<file path="config.mk">
export PLATFORM = sky130hd
export DESIGN_NAME = crc32_frame_checker_unit_flat
export DESIGN_NICKNAME = d
export VERILOG_FILES = /design/src/hw/rtl/crc32fc_pkg.sv /design/src/hw/rtl/crc32fc_in_if.sv /design/src/hw/rtl/crc32fc_out_if.sv /design/src/hw/rtl/crc32_frame_checker_unit.sv /design/src/flat_wrapper.sv
export SDC_FILE = /design/constraint.sdc
export NUM_CORES = 1
export LEC_CHECK = 0
export BUFFER_PORTS_ARGS = -buffer_cell sky130_fd_sc_hd__buf_4
export CAP_MARGIN = 20
export CORE_ASPECT_RATIO = 1.2
export CORE_UTILIZATION = 50
export CTS_CLUSTER_DIAMETER = 60
export DETAILED_ROUTE_END_ITERATION = 7
export PLACE_DENSITY = 0.7
export SLEW_MARGIN = 20
export SYNTH_ARGS = -nofsm -noshare
export SYNTH_HDL_FRONTEND = slang
export SYNTH_SLANG_ARGS = --single-unit
export TNS_END_PERCENT = 5
</file>
<file path="constraint.sdc">
create_clock -name clk_i -period 3.6 [get_ports clk_i]
set_clock_uncertainty 0.2 [all_clocks]
set_input_delay 0 -clock clk_i [delete_from_list [all_inputs] [get_ports clk_i]]
set_output_delay 0 -clock clk_i [all_outputs]
set_load 0.005 [all_outputs]
</file>
<file path="src/hw/rtl/crc32fc_pkg.sv">
// Package for the CRC-32 frame checker: sizes, verdict codes and the CRC byte step.
// Depends on nothing; used by the output interface, the top level and the checker.
package crc32fc_pkg;

  localparam int unsigned MaxPayload  = 1024;
  localparam int unsigned SeqBytes    = 4;
  localparam int unsigned HeaderBytes = 8;
  // The byte counter saturates one past the longest legal frame.
  localparam int unsigned PosLimit    = HeaderBytes + MaxPayload + 1;
  localparam int unsigned PosW        = $clog2(PosLimit + 1);
  localparam int unsigned PayLenW     = 11;

  localparam logic [31:0] CrcPoly = 32'hEDB8_8320;
  localparam logic [31:0] CrcInit = 32'hFFFF_FFFF;

  typedef enum logic [1:0] {
    VerdictAccept   = 2'd0,
    VerdictMismatch = 2'd1,
    VerdictShort    = 2'd2,
    VerdictLong     = 2'd3
  } verdict_e;

  // One byte of the reflected CRC-32, unrolled over its eight bits.
  function automatic logic [31:0] crc_byte(logic [31:0] crc, logic [7:0] data);
    logic [31:0] c;
    c = crc ^ {24'd0, data};
    for (int k = 0; k < 8; k++) begin
      c = (c >> 1) ^ (c[0] ? CrcPoly : 32'd0);
    end
    return c;
  endfunction

endpackage

</file>
<file path="src/hw/rtl/crc32fc_in_if.sv">
// Input channel of the frame checker: one frame byte and its end-of-frame flag.
// Depends on nothing.
interface crc32fc_in_if;
  logic       valid;
  logic       ready;
  logic [7:0] rx_byte;
  logic       frame_end;

  modport source (output valid, output rx_byte, output frame_end, input ready);
  modport sink (input valid, input rx_byte, input frame_end, output ready);
endinterface

</file>
<file path="src/hw/rtl/crc32fc_out_if.sv">
// Output channel of the frame checker: one verdict per frame.
// Depends on crc32fc_pkg for the length field width.
interface crc32fc_out_if;
  logic                           valid;
  logic                           ready;
  logic [1:0]                     verdict;
  logic [31:0]                    ack_sequence;
  logic [crc32fc_pkg::PayLenW-1:0] payload_bytes;

  modport source (output valid, output verdict, output ack_sequence,
                  output payload_bytes, input ready);
  modport sink (input valid, input verdict, input ack_sequence,
                input payload_bytes, output ready);
endinterface

</file>
<file path="src/hw/rtl/crc32_frame_checker_unit.sv">
// CRC-32 frame checker. A frame's last byte passes through the input register, and its verdict
// then waits in the result register. Throughput: one byte per cycle, sustained, set by the
// byte-wide CRC update between the input and state registers; a waiting verdict holds
// back only the next frame's last byte. Reset (rst_ni, asynchronous, active low) empties
// both registers and returns the frame state to its start values; each frame end does
// the same for the frame state. Depends on crc32fc_pkg, crc32fc_in_if and crc32fc_out_if.
module crc32_frame_checker_unit (
  input  logic                 clk_i,
  input  logic                 rst_ni,
  crc32fc_in_if.sink           in_i,
  crc32fc_out_if.source        out_o
);

  localparam int unsigned PosW = crc32fc_pkg::PosW;

  // Input register. It decouples the upstream handshake from the frame state.
  logic       in_vld_q;
  logic [7:0] in_byte_q;
  logic       in_end_q;

  // Frame state, one set for the frame now being received.
  logic [PosW-1:0] pos_q, pos_d;
  logic [31:0]     seq_q, seq_d;
  logic [31:0]     chk_q, chk_d;
  logic [31:0]     crc_q, crc_d;

  // Result register. It holds a verdict until downstream takes it.
  logic                                out_vld_q;
  crc32fc_pkg::verdict_e               verdict_q, verdict_d;
  logic [31:0]                         ack_seq_q, ack_seq_d;
  logic [crc32fc_pkg::PayLenW-1:0]     plen_q, plen_d;

  logic step;
  logic in_ready;
  logic [PosW-1:0] pos_inc;

  // A byte in the input register is processed when it does not produce a result,
  // or when the result register is free or is being emptied this cycle.
  assign step     = in_vld_q && (!in_end_q || !out_vld_q || out_o.ready);
  assign in_ready = !in_vld_q || step;
  assign in_i.ready = in_ready;

  always_comb begin
    seq_d = seq_q;
    chk_d = chk_q;
    crc_d = crc_q;

    // Header bytes go into their byte lane; payload bytes feed the CRC until the
    // payload limit is reached, after which they are only counted.
    if (pos_q < PosW'(crc32fc_pkg::SeqBytes)) begin
      seq_d[8*pos_q[1:0] +: 8] = in_byte_q;
    end else if (pos_q < PosW'(crc32fc_pkg::HeaderBytes)) begin
      chk_d[8*pos_q[1:0] +: 8] = in_byte_q;
    end else if (pos_q < PosW'(crc32fc_pkg::HeaderBytes + crc32fc_pkg::MaxPayload)) begin
      crc_d = crc32fc_pkg::crc_byte(crc_q, in_byte_q);
    end

    // The counter saturates one past the largest legal frame length.
    if (pos_q < PosW'(crc32fc_pkg::PosLimit)) begin
      pos_inc = pos_q + PosW'(1);
    end else begin
      pos_inc = pos_q;
    end

    // A frame end returns the byte counter to its start value.
    if (in_end_q) begin
      pos_d = '0;
    end else begin
      pos_d = pos_inc;
    end
  end

  // Verdict for the frame, judged on the state as it stands after the last byte.
  always_comb begin
    if (pos_inc < PosW'(crc32fc_pkg::HeaderBytes)) begin
      verdict_d = crc32fc_pkg::VerdictShort;
      ack_seq_d = '0;
      plen_d    = '0;
    end else if (pos_inc > PosW'(crc32fc_pkg::HeaderBytes + crc32fc_pkg::MaxPayload)) begin
      verdict_d = crc32fc_pkg::VerdictLong;
      ack_seq_d = seq_d;
      plen_d    = crc32fc_pkg::PayLenW'(crc32fc_pkg::MaxPayload);
    end else begin
      ack_seq_d = seq_d;
      plen_d    = crc32fc_pkg::PayLenW'(pos_inc - PosW'(crc32fc_pkg::HeaderBytes));
      if (~crc_d == chk_d) begin
        verdict_d = crc32fc_pkg::VerdictAccept;
      end else begin
        verdict_d = crc32fc_pkg::VerdictMismatch;
      end
    end
  end

  // Input register control and payload.
  always_ff @(posedge clk_i or negedge rst_ni) begin
    if (!rst_ni) begin
      in_vld_q <= 1'b0;
    end else if (in_ready) begin
      in_vld_q <= in_i.valid;
    end
  end

  always_ff @(posedge clk_i) begin
    if (in_ready && in_i.valid) begin
      in_byte_q <= in_i.rx_byte;
      in_end_q  <= in_i.frame_end;
    end
  end

  // Frame state. On a frame end everything returns to its reset value.
  always_ff @(posedge clk_i or negedge rst_ni) begin
    if (!rst_ni) begin
      pos_q <= '0;
      seq_q <= '0;
      chk_q <= '0;
      crc_q <= crc32fc_pkg::CrcInit;
    end else if (step) begin
      pos_q <= pos_d;
      if (in_end_q) begin
        seq_q <= '0;
        chk_q <= '0;
        crc_q <= crc32fc_pkg::CrcInit;
      end else begin
        seq_q <= seq_d;
        chk_q <= chk_d;
        crc_q <= crc_d;
      end
    end
  end

  // Result register control and payload.
  always_ff @(posedge clk_i or negedge rst_ni) begin
    if (!rst_ni) begin
      out_vld_q <= 1'b0;
    end else if (step && in_end_q) begin
      out_vld_q <= 1'b1;
    end else if (out_o.ready) begin
      out_vld_q <= 1'b0;
    end
  end

  always_ff @(posedge clk_i) begin
    if (step && in_end_q) begin
      verdict_q <= verdict_d;
      ack_seq_q <= ack_seq_d;
      plen_q    <= plen_d;
    end
  end

  assign out_o.valid         = out_vld_q;
  assign out_o.verdict       = verdict_q;
  assign out_o.ack_sequence  = ack_seq_q;
  assign out_o.payload_bytes = plen_q;

endmodule

</file>
<file path="src/flat_wrapper.sv">
// flat-port wrapper written by rule: the top's interface ports become plain ports
module crc32_frame_checker_unit_flat 
  (clk_i, rst_ni, in_i_valid, in_i_rx_byte, in_i_frame_end, in_i_ready, out_o_valid, out_o_verdict, out_o_ack_sequence, out_o_payload_bytes, out_o_ready);
  crc32fc_in_if in_i_i ();
  crc32fc_out_if out_o_i ();
  input  logic clk_i;
  input  logic rst_ni;
  input wire logic [$bits(in_i_i.valid)-1:0] in_i_valid;
  input wire logic [$bits(in_i_i.rx_byte)-1:0] in_i_rx_byte;
  input wire logic [$bits(in_i_i.frame_end)-1:0] in_i_frame_end;
  output wire logic [$bits(in_i_i.ready)-1:0] in_i_ready;
  output wire logic [$bits(out_o_i.valid)-1:0] out_o_valid;
  output wire logic [$bits(out_o_i.verdict)-1:0] out_o_verdict;
  output wire logic [$bits(out_o_i.ack_sequence)-1:0] out_o_ack_sequence;
  output wire logic [$bits(out_o_i.payload_bytes)-1:0] out_o_payload_bytes;
  input wire logic [$bits(out_o_i.ready)-1:0] out_o_ready;
  assign in_i_i.valid = in_i_valid;
  assign in_i_i.rx_byte = in_i_rx_byte;
  assign in_i_i.frame_end = in_i_frame_end;
  assign in_i_ready = in_i_i.ready;
  assign out_o_valid = out_o_i.valid;
  assign out_o_verdict = out_o_i.verdict;
  assign out_o_ack_sequence = out_o_i.ack_sequence;
  assign out_o_payload_bytes = out_o_i.payload_bytes;
  assign out_o_i.ready = out_o_ready;
  crc32_frame_checker_unit u_core (.clk_i(clk_i), .rst_ni(rst_ni), .in_i(in_i_i), .out_o(out_o_i));
endmodule
</file>
==> implementation parameters, run 1 <==
Parameter                              Value

Synthesis
  Basic-gate share of the synthesized area counting and, or, nand and nor cells ... 15.47%
  Post-synthesis share of cell area spent on xor and xnor gates ... 12.34%
  Number of enable flip-flop cells after synthesis ... 54
  Average instance area after synthesis ... 9.898 µm²
  Post-Syn Instances ... 968
  Combinational family with the most area after synthesis ... compound AO/OA/AOI/OAI gates
  Portion of the post-synthesis area used by sequential elements ... 45.81%
  Netlist cell types ... 75
  Net count after synthesis ... 988
  Number of warning messages in the yosys log ... 0
  Top FF cell, synth ... dfrtp_1
  Synth Area in Compound Gates ... 16.77%
  Multiplexer fraction of the synthesized cell area ... 4.505%
  Synthesized-area fraction occupied by adder cells ... 0.9141%
  Number of synthesized register bits ... 163
  Netlist area before placement ... 9582 µm²
  Ys async rst share ... 66.87%

Floorplanning
  Die height ... 153.6 µm
  Number of rows in the core area ... 55
  CORE AREA ... 18790 µm²
  Area of the die ... 19720 µm²
  Effective utilization at floorplan ... 51.00%
  Die outline width ... 128.4 µm
  Ports placed on the boundary ... 60

CTS
  Clock transition time at the flip-flop clock pins of the worst setup and hold paths ... 0.07 ns
  Buffers from clock root to sink, at most ... 2
  Clock latency on the worst-skew pair ... 0.45 ns
  Sinks on the clock net ... 163
  Clock Tree Root ... clkbuf_16
  CTS tree ... yes
  Deepest level of the CTS H-tree ... 4
  Clock buffers created by TritonCTS ... 17

Layout
  Most frequent cells in the layout ... buf_4 (124), nand2_1 (105), nor2_1 (82)
  Final standard cell area without fillers ... 11430 µm²
  Share of post-route cells with drive strength above 1 ... 21.50%
  Area growth from synthesis to layout ... 19.27%
  Diodes inserted ... 0
  Number of nets at the end of the flow ... 1086
  Most frequent standard cell in the layout excluding fill and tap cells ... buf_4

GRT
  Overflow left after global routing ... 0
  Largest net degree at the start of global routing ... 59
  First-pass GRT wire length ... 41710 µm
  Number of global-route vias before repair ... 7603
  Tot GR Track Use ... 28.12%
  Antenna violations before repair ... 0

Timing
  Setup repair after global routing missed its margin ... false
  Final critical delay including setup and external delays ... 3.488 ns
  Part of the cycle the worst path needs ... 96.88%
  Count of endpoints failing hold in the final timing report ... 0
  Final Slew Violations ... 0
  Actual transition at the worst max-transition pin ... 0.7438 ns
  Total setup violations reported at the end of the flow ... 0
  Slew margin rel. ... 50.41%
  Post-Route Hold Slack ... 0.07225 ns
  Final TNS setup ... 0 ns
  Top achievable clock speed ... 286.7 MHz

Worst setup path
  Largest fanout of any net on the critical path ... 6
  Largest stage delay on the critical path ... 0.62 ns
  Arrival time worst endpoint ... 3.47 ns
  R2r worst-path depth ... 9
  Destination of the worst register-to-register timing path ... u_core.out_o.verdict[0]
  Slowest-stage cell, CP ... or4_4
  R2r setup slk ... 0.11 ns
  Required time at the endpoint of the critical path ... 3.58 ns
  Critical Path Source ... u_core.pos_q[6]
  Crit Path Class ... flop to flop
  CP Launch Type ... flop
  Endpoint of the most critical setup path ... u_core.out_o.verdict[0]
  Cell breakdown of the critical path ... or4_4 > nor4b_4 > and2_1 > mux2_2 > xnor2_1 > nor4_1 > a31oi_1 > nor4b_1 > a21oi_1
  Startpoint of the lowest-slack register-to-register path ... u_core.pos_q[6]
  Element type at the critical path end ... flop

Routing
  Final routed wirelength across all metal layers ... 26530 µm
  Number of routed nets with antenna violations ... 0
  Via count ... 7780
  Starting DRT DRC Count ... 687
  Average wire per cell in the routed design ... 19.87 µm
  Drt drc ... 0
  Drt via density ... 5.828
  Number of detailed-route iterations in the first pass ... 6

Hold path
  Hold WC Path Type ... input port to flop
  Worst hold path depth ... 2

Placed design
  Final estimated routing congestion in global placement ... 0.9415
  IO buf count ... 59
  Estimated wirelength of the detail-placed design ... 18810 µm
  Post-DP Area ... 10600 µm²

Flow run
  Max-cap violation count ... 0

Power and ir drop
  PD cells ... 687.2 nW/µm²
  Leakage component of the power ... 4.594 nW
  IR Drop Worst-Case VDD ... 384.8 µV

Status
  Run status ... finished, final reports clean
[critical path: cells and delay by family, from the launching register on]
| family | cells | cell delay [ns] |
|---|---|---|
| muxes | 1 | 0.44 |
| AOI/OAI and AO/OA | 2 | 0.19 |
| DFF | 1 | 0.39 |
| and+or+nand+nor | 5 | 1.86 |
| xor gates and xnor gates | 1 | 0.14 |
[metrics by stage]
step                      cells  utilization, %  setup WS, ns  total power [W]
after floorplan             968               -        0.1189         0.004924
after global placement     1287           56.44       0.02872         0.005954
after detailed placement   1287           56.44       0.07148         0.005978
after CTS                  1334           60.41       0.04052         0.007805
after global routing       1335           60.83       0.02232         0.008232
final                      1335           60.83        0.1123         0.007853
[area by class of cell]
class                           count  area [µm²]
Multi-Input combinational cell    717        4847
Inverter                           22       82.58
Sequential cell                   163        4389
Timing Repair Buffer              145        1202
Tap cell                          256       320.3
Clock inverter                     15       161.4
Fill cell                        1558        7358
Clock buffer                       17       425.4
[cell usage after synthesis, types with 17 or more instances]
cell / n / share of area, %
a21oi_1: 75 / 3.9
nand2_1: 105 / 4.1
o21ai_0: 51 / 2.7
edfxtp_1: 54 / 17
a22o_1: 21 / 1.9
dfrtp_1: 77 / 20
clkbuf_1: 44 / 1.7
mux2i_1: 36 / 3.8
xor2_1: 39 / 3.6
nor2_1: 82 / 3.2
inv_1: 21 / 0.82
dfstp_2: 32 / 8.8
nor3_1: 17 / 0.89
xnor2_1: 68 / 6.2
o22a_1: 19 / 1.7
nand3_1: 18 / 0.94
a22oi_1: 17 / 1.3
and2_1: 21 / 1.4
[routing by layer]
layer / up-vias / global-route usage (%) / share of wire (%)
met3: 70 / 4.349 / 4.9
met1: 3798 / 36.01 / 41
met2: 275 / 45.66 / 49
li1: 3637 / - / -
met5: - / 0 / 0
met4: 0 / 15.01 / 4.7
[worst min path at each step]
stage | slack (ns) | end | from
4_1_cts | 0.06 | u_core.in_byte_q[6] | in_i_rx_byte[6]
5_1_grt | 0.06 | u_core.in_byte_q[2] | in_i_rx_byte[2]
6_report | 0.07 | u_core.in_byte_q[2] | in_i_rx_byte[2]
2_1_floorplan | -0.50 | u_core.chk_q[0] | rst_ni
3_5_place_dp | -0.09 | u_core.pos_q[5] | rst_ni
3_3_place_gp | -0.08 | u_core.pos_q[5] | rst_ni
[logic make-up (layout without fill, tap and decap cells)]
| logic type | Yosys count | count (layout) |
|---|---|---|
| flops | 163 | 163 |
| simple gates | 303 | 303 |
| mux | 42 | 42 |
| fa+ha+maj | 7 | 7 |
| compound gates | 245 | 245 |
| buf+inv | 88 | 199 |
| xor+xnor | 120 | 120 |
[timing repair]
item,CTS,global route
hold endpoints to repair,116,0
endpoints found under the setup margin,0,1
setup buffers,0,1
resized for setup,0,10
hold buffers,15,0
[flip-flops by register name, summed over array words and instances, names as in the netlist, 2 cells and up]
signal	count
u_core.chk_q	32
u_core.crc_q	32
u_core.in_byte_q	8
u_core.out_o.ack_sequence	32
u_core.out_o.payload_bytes	11
u_core.out_o.verdict	2
u_core.pos_q	11
u_core.seq_q	32
[report_power, final]
part | total (W) | internal [W] | switching [W]
logic | 0.00355 | 0.00161 | 0.00194
clock network | 0.00181 | 0.000929 | 0.000878
registers | 0.00250 | 0.00222 | 0.000273
total | 0.00785 | 0.00476 | 0.00309
Note: power is estimated with default switching activity, not from simulation.
==> run 2: changes to the inputs <==
- CELL_PAD_IN_SITES_DETAIL_PLACEMENT: default -> 0
- CELL_PAD_IN_SITES_GLOBAL_PLACEMENT: default -> 1
- CORE_UTILIZATION: 50 -> 44
- GPL_TIMING_DRIVEN: default -> 0
- PLACE_DENSITY: 0.7 -> default
- PLACE_DENSITY_LB_ADDON: default -> 0.1
==> run 2 against run 1 <==
- setup slack lost 0.22 ns
- the run now ends with setup timing left
- clock power is essentially flat
- fmax shrank 5.8%
- power is essentially flat
- critical path type unchanged
- sequential cell count is the same
- cell area grew 1.8%
- largest power group unchanged
==> implementation parameters, run 2 (synthesized netlist as in run 1, its figures left out) <==
Parameter                              Value

CTS
  Deepest level of the CTS H-tree ... 4 (unchanged)
  Buffers from clock root to sink, at most ... 2 (unchanged)
  Sinks on the clock net ... 163 (unchanged)
  Clock transition time at the flip-flop clock pins of the worst setup and hold paths ... 0.08 ns (was 0.07 ns)
  CTS tree ... yes (unchanged)
  Clock buffers created by TritonCTS ... 17 (unchanged)
  Clock Tree Root ... clkbuf_16 (unchanged)
  Clock latency on the worst-skew pair ... 0.44 ns (was 0.45 ns)

Timing
  Setup repair after global routing missed its margin ... true (was false)
  Top achievable clock speed ... 270.0 MHz (was 286.7 MHz)
  Total setup violations reported at the end of the flow ... 1 (was 0)
  Slew margin rel. ... 34.95% (was 50.41%)
  Fin worst setup slack ... -0.1041 ns (was 0.1123 ns)
  Final Slew Violations ... 0 (unchanged)
  Actual transition at the worst max-transition pin ... 0.9722 ns (was 0.7438 ns)
  Part of the cycle the worst path needs ... 102.9% (was 96.88%)
  Final critical delay including setup and external delays ... 3.704 ns (was 3.488 ns)
  Count of endpoints failing hold in the final timing report ... 0 (unchanged)

Routing
  Via count ... 7857 (was 7780)
  Final routed wirelength across all metal layers ... 29080 µm (was 26530 µm)
  Number of detailed-route iterations in the first pass ... 5 (was 6)
  Starting DRT DRC Count ... 625 (was 687)
  Drt drc ... 0 (unchanged)
  Number of routed nets with antenna violations ... 0 (unchanged)
  Average wire per cell in the routed design ... 21.41 µm (was 19.87 µm)
  Drt via density ... 5.786 (was 5.828)

Worst setup path
  Largest stage delay on the critical path ... 0.51 ns (was 0.62 ns)
  Buffering stage count on the worst path with inverters included ... 4 (was 0)
  Element type at the critical path end ... flop (unchanged)
  Crit Path Class ... flop to flop (unchanged)
  Startpoint of the lowest-slack register-to-register path ... u_core.pos_q[7] (was u_core.pos_q[6])
  Cell family with most CP delay ... simple AND/OR/NAND/NOR gates (unchanged)
  CP Launch Type ... flop (unchanged)
  R2r worst-path depth ... 13 (was 9)
  Destination of the worst register-to-register timing path ... u_core.out_o.verdict[0] (unchanged)
  Slowest-stage cell, CP ... or4_4 (unchanged)
  Required time at the endpoint of the critical path ... 3.58 ns (about the same)
  R2r setup slk ... -0.10 ns (was 0.11 ns)
  Largest fanout of any net on the critical path ... 10 (was 6)
  Cell breakdown of the critical path ... buf_6 > or4_4 > buf_6 > o31a_4 > nor2_4 > buf_12 > buf_12 > mux2i_4 > xnor2_2 > nor4_2 > nand4_1 > nor4_1 > a21oi_1 (was or4_4 > nor4b_4 > and2_1 > mux2_2 > xnor2_1 > nor4_1 > a31oi_1 > nor4b_1 > a21oi_1)
  Arrival time worst endpoint ... 3.69 ns (was 3.47 ns)

Layout
  Final standard cell area without fillers ... 11630 µm² (was 11430 µm²)
  Count of placed standard cells in the final layout, fillers left out ... 1358 (was 1335)
  Share of post-route cells with drive strength above 1 ... 21.78% (was 21.50%)
  Most frequent standard cell in the layout excluding fill and tap cells ... nand2_1 (was buf_4)
  Number of nets at the end of the flow ... 1095 (was 1086)
  Diodes inserted ... 0 (unchanged)
  Most frequent cells in the layout ... nand2_1 (105), nor2_1 (82), dfrtp_1 (77) (was buf_4 (124), nand2_1 (105), nor2_1 (82))
  Area growth from synthesis to layout ... 21.40% (was 19.27%)

Power and ir drop
  IR Drop Worst-Case VDD ... 384.4 µV (was 384.8 µV)
  Leakage component of the power ... 4.557 nW (was 4.594 nW)
  PD cells ... 675.2 nW/µm² (was 687.2 nW/µm²)

Placed design
  Pre-CTS worst setup slack ... -1.021 ns (was 0.07148 ns)
  Number of instances in the placed design ... 1299 (was 1287)
  Final estimated routing congestion in global placement ... 0.8669 (was 0.9415)
  Post-DP Area ... 10420 µm² (was 10600 µm²)
  IO buf count ... 59 (unchanged)
  Estimated wirelength of the detail-placed design ... 20750 µm (was 18810 µm)

Hold path
  Hold WC Path Type ... input port to flop (unchanged)
  Hold path startpoint ... in_i_rx_byte[7] (was in_i_rx_byte[2])
  Worst hold path depth ... 2 (unchanged)
  WHS Endpoint ... u_core.in_byte_q[7] (was u_core.in_byte_q[2])

Floorplanning
  Effective utilization at floorplan ... 45.22% (was 51.00%)
  Die height ... 163.7 µm (was 153.6 µm)
  Die outline width ... 136.7 µm (was 128.4 µm)
  Ports placed on the boundary ... 60 (unchanged)
  CORE AREA ... 21190 µm² (was 18790 µm²)
  Number of rows in the core area ... 58 (was 55)
  Area of the die ... 22370 µm² (was 19720 µm²)

GRT
  Number of global-route vias before repair ... 7369 (was 7603)
  Tot GR Track Use ... 27.12% (was 28.12%)
  Overflow left after global routing ... 0 (unchanged)
  Antenna violations before repair ... 1 (was 0)
  Largest net degree at the start of global routing ... 69 (was 59)
  First-pass GRT wire length ... 44020 µm (was 41710 µm)

Status
  Run status ... complete, but fails checks (was finished, final reports clean)
  Violated checks ... setup timing

Flow run
  Max-cap violation count ... 0 (unchanged)
## run 2: changes by cell type in the layout (fill, tap and decap cells not counted), moves of 3 or more
| cell | previous run | this run |
|---|---|---|
| buf_1 | 0 | 3 |
| buf_2 | 0 | 8 |
| buf_4 | 124 | 74 |
| buf_6 | 1 | 6 |
| clkbuf_1 | 0 | 35 |
| clkbuf_2 | 0 | 4 |
| clkbuf_4 | 0 | 3 |
| clkinvlp_4 | 0 | 4 |
| mux2i_1 | 32 | 18 |
| mux2i_2 | 1 | 7 |
| mux2i_4 | 3 | 11 |
| xnor2_1 | 68 | 62 |
| xnor2_2 | 8 | 14 |
## run 2: repair_timing
item / CTS / global route
setup endpoints to repair: 48 / 40
hold buffers: 15 / 0
endpoints found under the hold margin: 120 / 0
buffers inserted: 3 / 9
pin swaps: 2 / 10
resized for setup: 40 / 38
cloned: 0 / 2
## run 2: routing by layer
metal | GRT usage [%] | vias up | wire [µm] | part of all wire [%]
met4 | 12.93 | 0 | 1302 | 4.5
met1 | 35.34 | 3887 | 12300 | 42
met3 | 3.911 | 63 | 1304 | 4.5
li1 | - | 3675 | - | -
met2 | 44.00 | 232 | 14170 | 49
met5 | 0 | - | 0 | 0
## run 2: worst register-to-register path, cell delays in order (launching register included)
cell	delay (ns)
dfrtp_1	0.37
buf_6	0.14
or4_4	0.51
buf_6	0.16
o31a_4	0.32
nor2_4	0.19
buf_12	0.16
buf_12	0.14
mux2i_4	0.26
xnor2_2	0.10
nor4_2	0.32
nand4_1	0.21
nor4_1	0.22
a21oi_1	0.14
## run 2: metrics by stage
| step | TNS, ns | hold WS (ns) | utilization (%) | total power, W |
|---|---|---|---|---|
| CTS | -0.1957 | 0.06132 | 53.55 | 0.007689 |
| detailed placement | -9.284 | -0.2331 | 49.15 | 0.005740 |
| floorplan | 0 | -0.4956 | - | 0.004924 |
| global route | -1.276 | 0.06823 | 54.89 | 0.008236 |
| global placement | -9.106 | -0.02180 | 48.90 | 0.005724 |
| finish | -0.1041 | 0.06424 | 54.89 | 0.007854 |
## run 2: worst max-delay path by stage
stage | start | to | slack [ns] | cells past startpoint
5_1_grt | u_core.pos_q[7] | u_core.out_o.verdict[0] | -0.18 | 13
3_5_place_dp | u_core.pos_q[0] | u_core.out_o.verdict[0] | -1.02 | 12
3_3_place_gp | u_core.pos_q[0] | u_core.out_o.verdict[0] | -1.04 | 12
4_1_cts | u_core.pos_q[7] | u_core.out_o.verdict[0] | -0.20 | 12
6_report | u_core.pos_q[7] | u_core.out_o.verdict[0] | -0.10 | 13
2_1_floorplan | u_core.pos_q[0] | u_core.out_o.verdict[0] | 0.12 | 12
## run 2: report_power, final
group	internal, W	switching (W)	total (W)	leakage, nW
registers	0.00222	0.000241	0.00246	1.92
logic	0.00155	0.00203	0.00358	2.37
clock network	0.000920	0.000894	0.00181	0.267
total	0.00469	0.00316	0.00785	4.56
## run 2: layout make-up
class                           instances  area (µm²)
Tap cell                              270       337.8
Multi-Input combinational cell        717        5091
Timing Repair Buffer                   90       794.5
Fill cell                            1926        9558
Buffer                                 64       362.8
Clock inverter                         14       142.6
Inverter                               22       85.08
Sequential cell                       163        4389
Clock buffer                           18       429.2
==> run 3: changes to the inputs <==
- SETUP_SLACK_MARGIN: default -> 0.15
==> run 3 against run 2 <==
- the flow still finishes with violations (setup timing)
- routed wire length is 0.28% higher
- die area stayed put
- via count is 0.28% lower
- largest power group unchanged
- power is 0.38% higher
==> implementation parameters, run 3 (synthesized netlist as in run 1, its figures left out) <==
Parameter                              Value

Routing
  Average wire per cell in the routed design ... 21.41 µm (about the same)
  Number of routed nets with antenna violations ... 0 (unchanged)
  Drt drc ... 0 (unchanged)
  Via count ... 7835 (was 7857)
  Starting DRT DRC Count ... 589 (was 625)
  Final routed wirelength across all metal layers ... 29160 µm (was 29080 µm)
  Number of detailed-route iterations in the first pass ... 5 (unchanged)
  Drt via density ... 5.753 (was 5.786)

Layout
  Number of filler cells placed in the layout ... 1993 (was 1926)
  Most frequent standard cell in the layout excluding fill and tap cells ... nand2_1 (unchanged)
  Most frequent cells in the layout ... nand2_1 (104), nor2_1 (82), dfrtp_1 (77) (was nand2_1 (105), nor2_1 (82), dfrtp_1 (77))
  Area growth from synthesis to layout ... 21.68% (was 21.40%)
  Multi-input logic area ... 5109 µm² (was 5091 µm²)
  Share of post-route cells with drive strength above 1 ... 22.46% (was 21.78%)
  Area of all sequential standard cells ... 4389 µm² (unchanged)
  Count of placed standard cells in the final layout, fillers left out ... 1362 (was 1358)
  Number of nets at the end of the flow ... 1098 (was 1095)
  Post-layout util ... 55.02% (was 54.89%)

Worst setup path
  Arrival time worst endpoint ... 3.70 ns (was 3.69 ns)
  Crit Path Class ... flop to flop (unchanged)
  Largest stage delay on the critical path ... 0.51 ns (about the same)
  Slowest-stage cell, CP ... or4_4 (unchanged)
  Cell family with most CP delay ... simple AND/OR/NAND/NOR gates (unchanged)
  Startpoint of the lowest-slack register-to-register path ... u_core.pos_q[7] (unchanged)
  R2r worst-path depth ... 13 (unchanged)
  CP Launch Type ... flop (unchanged)
  Required time at the endpoint of the critical path ... 3.59 ns (was 3.58 ns)
  Destination of the worst register-to-register timing path ... u_core.out_o.verdict[0] (unchanged)
  Cell breakdown of the critical path ... buf_6 > or4_4 > buf_6 > o31a_4 > nor2_4 > buf_8 > buf_4 > mux2i_4 > xor2_1 > nor4_2 > o2111ai_1 > nor4_2 > a21oi_2 (was buf_6 > or4_4 > buf_6 > o31a_4 > nor2_4 > buf_12 > buf_12 > mux2i_4 > xnor2_2 > nor4_2 > nand4_1 > nor4_1 > a21oi_1)
  Largest fanout of any net on the critical path ... 10 (unchanged)
  Element type at the critical path end ... flop (unchanged)
  Buffering stage count on the worst path with inverters included ... 4 (unchanged)
  R2r setup slk ... -0.11 ns (was -0.10 ns)

CTS
  Buffers from clock root to sink, at most ... 2 (unchanged)
  Clock latency on the worst-skew pair ... 0.45 ns (was 0.44 ns)
  Clock transition time at the flip-flop clock pins of the worst setup and hold paths ... 0.08 ns (about the same)
  Clock Tree Root ... clkbuf_16 (unchanged)
  Deepest level of the CTS H-tree ... 4 (unchanged)
  Clock buffers created by TritonCTS ... 17 (unchanged)
  Sinks on the clock net ... 163 (unchanged)
  CTS tree ... yes (unchanged)

Status
  Run status ... complete, but fails checks (unchanged)
  Violated checks ... setup timing (unchanged)

GRT
  Number of global-route vias before repair ... 7534 (was 7369)
  Tot GR Track Use ... 27.30% (was 27.12%)
  Routing usage on met1 ... 35.17% (was 35.34%)
  Largest net degree at the start of global routing ... 62 (was 69)
  Antenna violations before repair ... 0 (was 1)
  Global Route met2 Usage ... 45.52% (was 44.00%)
  Met3 routing resource usage after global routing ... 3.321% (was 3.911%)
  First-pass GRT wire length ... 44680 µm (was 44020 µm)
  Overflow left after global routing ... 0 (unchanged)
  Peak-usage layer in the global routing report ... met2 (unchanged)

Floorplanning
  Ports placed on the boundary ... 60 (unchanged)
  Effective utilization at floorplan ... 45.22% (unchanged)
  Die height ... 163.7 µm (unchanged)
  CORE AREA ... 21190 µm² (unchanged)
  Area of the die ... 22370 µm² (unchanged)
  Number of rows in the core area ... 58 (unchanged)
  Die outline width ... 136.7 µm (unchanged)

Power and ir drop
  PD cells ... 676.2 nW/µm² (was 675.2 nW/µm²)
  Leakage component of the power ... 4.572 nW (was 4.557 nW)
  P_sw ... 0.003182 W (was 0.003162 W)
  Clock Power Share ... 22.8% (was 23.1%)
  Seq pwr share ... 31.3% (was 31.4%)
  Internal portion of total power ... 0.004702 W (was 0.004693 W)
  Switching share of power ... 40.37% (was 40.25%)
  IR Drop Worst-Case VDD ... 409.8 µV (was 384.4 µV)
  Fraction of power consumed by combinational cells ... 46.0% (was 45.5%)

Placed design
  Final estimated routing congestion in global placement ... 0.8758 (was 0.8669)
  Estimated wirelength of the detail-placed design ... 20720 µm (was 20750 µm)
  IO buf count ... 59 (unchanged)
  Number of instances in the placed design ... 1299 (unchanged)

Timing
  Setup repair after global routing missed its margin ... true (unchanged)
  Fin worst setup slack ... -0.1078 ns (was -0.1041 ns)
  Actual transition at the worst max-transition pin ... 0.9770 ns (was 0.9722 ns)
  Part of the cycle the worst path needs ... 103.0% (was 102.9%)
  Top achievable clock speed ... 269.7 MHz (was 270.0 MHz)
  Count of endpoints failing hold in the final timing report ... 0 (unchanged)
  Final critical delay including setup and external delays ... 3.708 ns (was 3.704 ns)
  Final Slew Violations ... 0 (unchanged)
  Slew margin rel. ... 34.63% (was 34.95%)
  Total setup violations reported at the end of the flow ... 1 (unchanged)

Hold path
  Hold WC Path Type ... input port to flop (unchanged)
  Hold path startpoint ... in_i_rx_byte[7] (unchanged)
  WHS Endpoint ... u_core.in_byte_q[7] (unchanged)
  Worst hold path depth ... 2 (unchanged)

Flow run
  Max-cap violation count ... 0 (unchanged)
## run 3: cell types whose count changed in the layout (fill, tap and decap cells not counted), sizes merged
cell,previous run,this run
buf,97,101
clkbuf,61,59
clkinv,4,2
bufbuf,0,1
clkinvlp,4,5
diode,0,1
inv,28,29
## run 3: stage by stage
step | setup TNS [ns] | setup slack [ns] | area [µm²] | hold WS (ns) | power, W
after global placement | -9.871 | -1.074 | 10370 | -0.02192 | 0.005736
final | -0.1078 | -0.1078 | 11660 | 0.05958 | 0.007884
after global routing | -1.886 | -0.2100 | 11660 | 0.06442 | 0.008271
after floorplan | 0 | 0.1528 | 9589 | -0.4956 | 0.004926
after detailed placement | -10.04 | -1.007 | 10420 | -0.1920 | 0.005748
after CTS | -0.1438 | -0.1438 | 11500 | 0.05316 | 0.007707
## run 3: routing by layer
layer | share of wire (%) | wire length, µm
met1 | 42 | 12360
met2 | 50 | 14520
met3 | 4.4 | 1285
met4 | 3.4 | 993
met5 | 0 | 0
## run 3: final cells by class
| cell class | count | area share [%] |
|---|---|---|
| Clock inverter | 14 | 1.191 |
| Clock buffer | 18 | 3.681 |
| Buffer | 66 | 3.112 |
| Timing Repair Buffer | 91 | 6.901 |
| Tap cell | 270 | 2.898 |
| Multi-Input combinational cell | 717 | 43.82 |
| Sequential cell | 163 | 37.65 |
| Antenna cell | 1 | 0.02146 |
| Inverter | 22 | 0.7298 |
## run 3: worst reg2reg max path: stages, from the launching register on
cell       delay, ns
dfrtp_1         0.37
buf_6           0.14
or4_4           0.51
buf_6           0.16
o31a_4          0.32
nor2_4          0.14
buf_8           0.15
buf_4           0.15
mux2i_4         0.27
xor2_1          0.11
nor4_2          0.37
o2111ai_1       0.20
nor4_2          0.28
a21oi_2         0.10
## run 3: how the worst max path moves through the flow
stage	slack, ns	endpoint	depth (start not counted)	start
3_5_place_dp	-1.01	u_core.out_o.verdict[0]	12	u_core.pos_q[0]
5_1_grt	-0.21	u_core.out_o.verdict[0]	14	u_core.pos_q[0]
4_1_cts	-0.14	u_core.out_o.verdict[0]	12	u_core.pos_q[7]
6_report	-0.11	u_core.out_o.verdict[0]	13	u_core.pos_q[7]
3_3_place_gp	-1.07	u_core.out_o.verdict[0]	12	u_core.pos_q[0]
2_1_floorplan	0.15	u_core.out_o.verdict[0]	12	u_core.pos_q[0]
## run 3: what timing repair did
item                       in CTS  in global routing
resized for setup              48                 36
hold buffers                   15                  0
buffers inserted               12                  2
hold endpoints to repair      113                  0
setup endpoints to repair      76                 60
pin swaps                      10                  4
gates cloned                    1                  0
## run 3: power by group through the flow
stage / registers (W) / logic, W / clock network (W)
after floorplan: 0.00242 / 0.00251 / 0
after global placement: 0.00248 / 0.00326 / 0
after detailed placement: 0.00248 / 0.00327 / 0
after CTS: 0.00246 / 0.00342 / 0.00183
after global routing: 0.00250 / 0.00389 / 0.00189
final: 0.00247 / 0.00362 / 0.00180
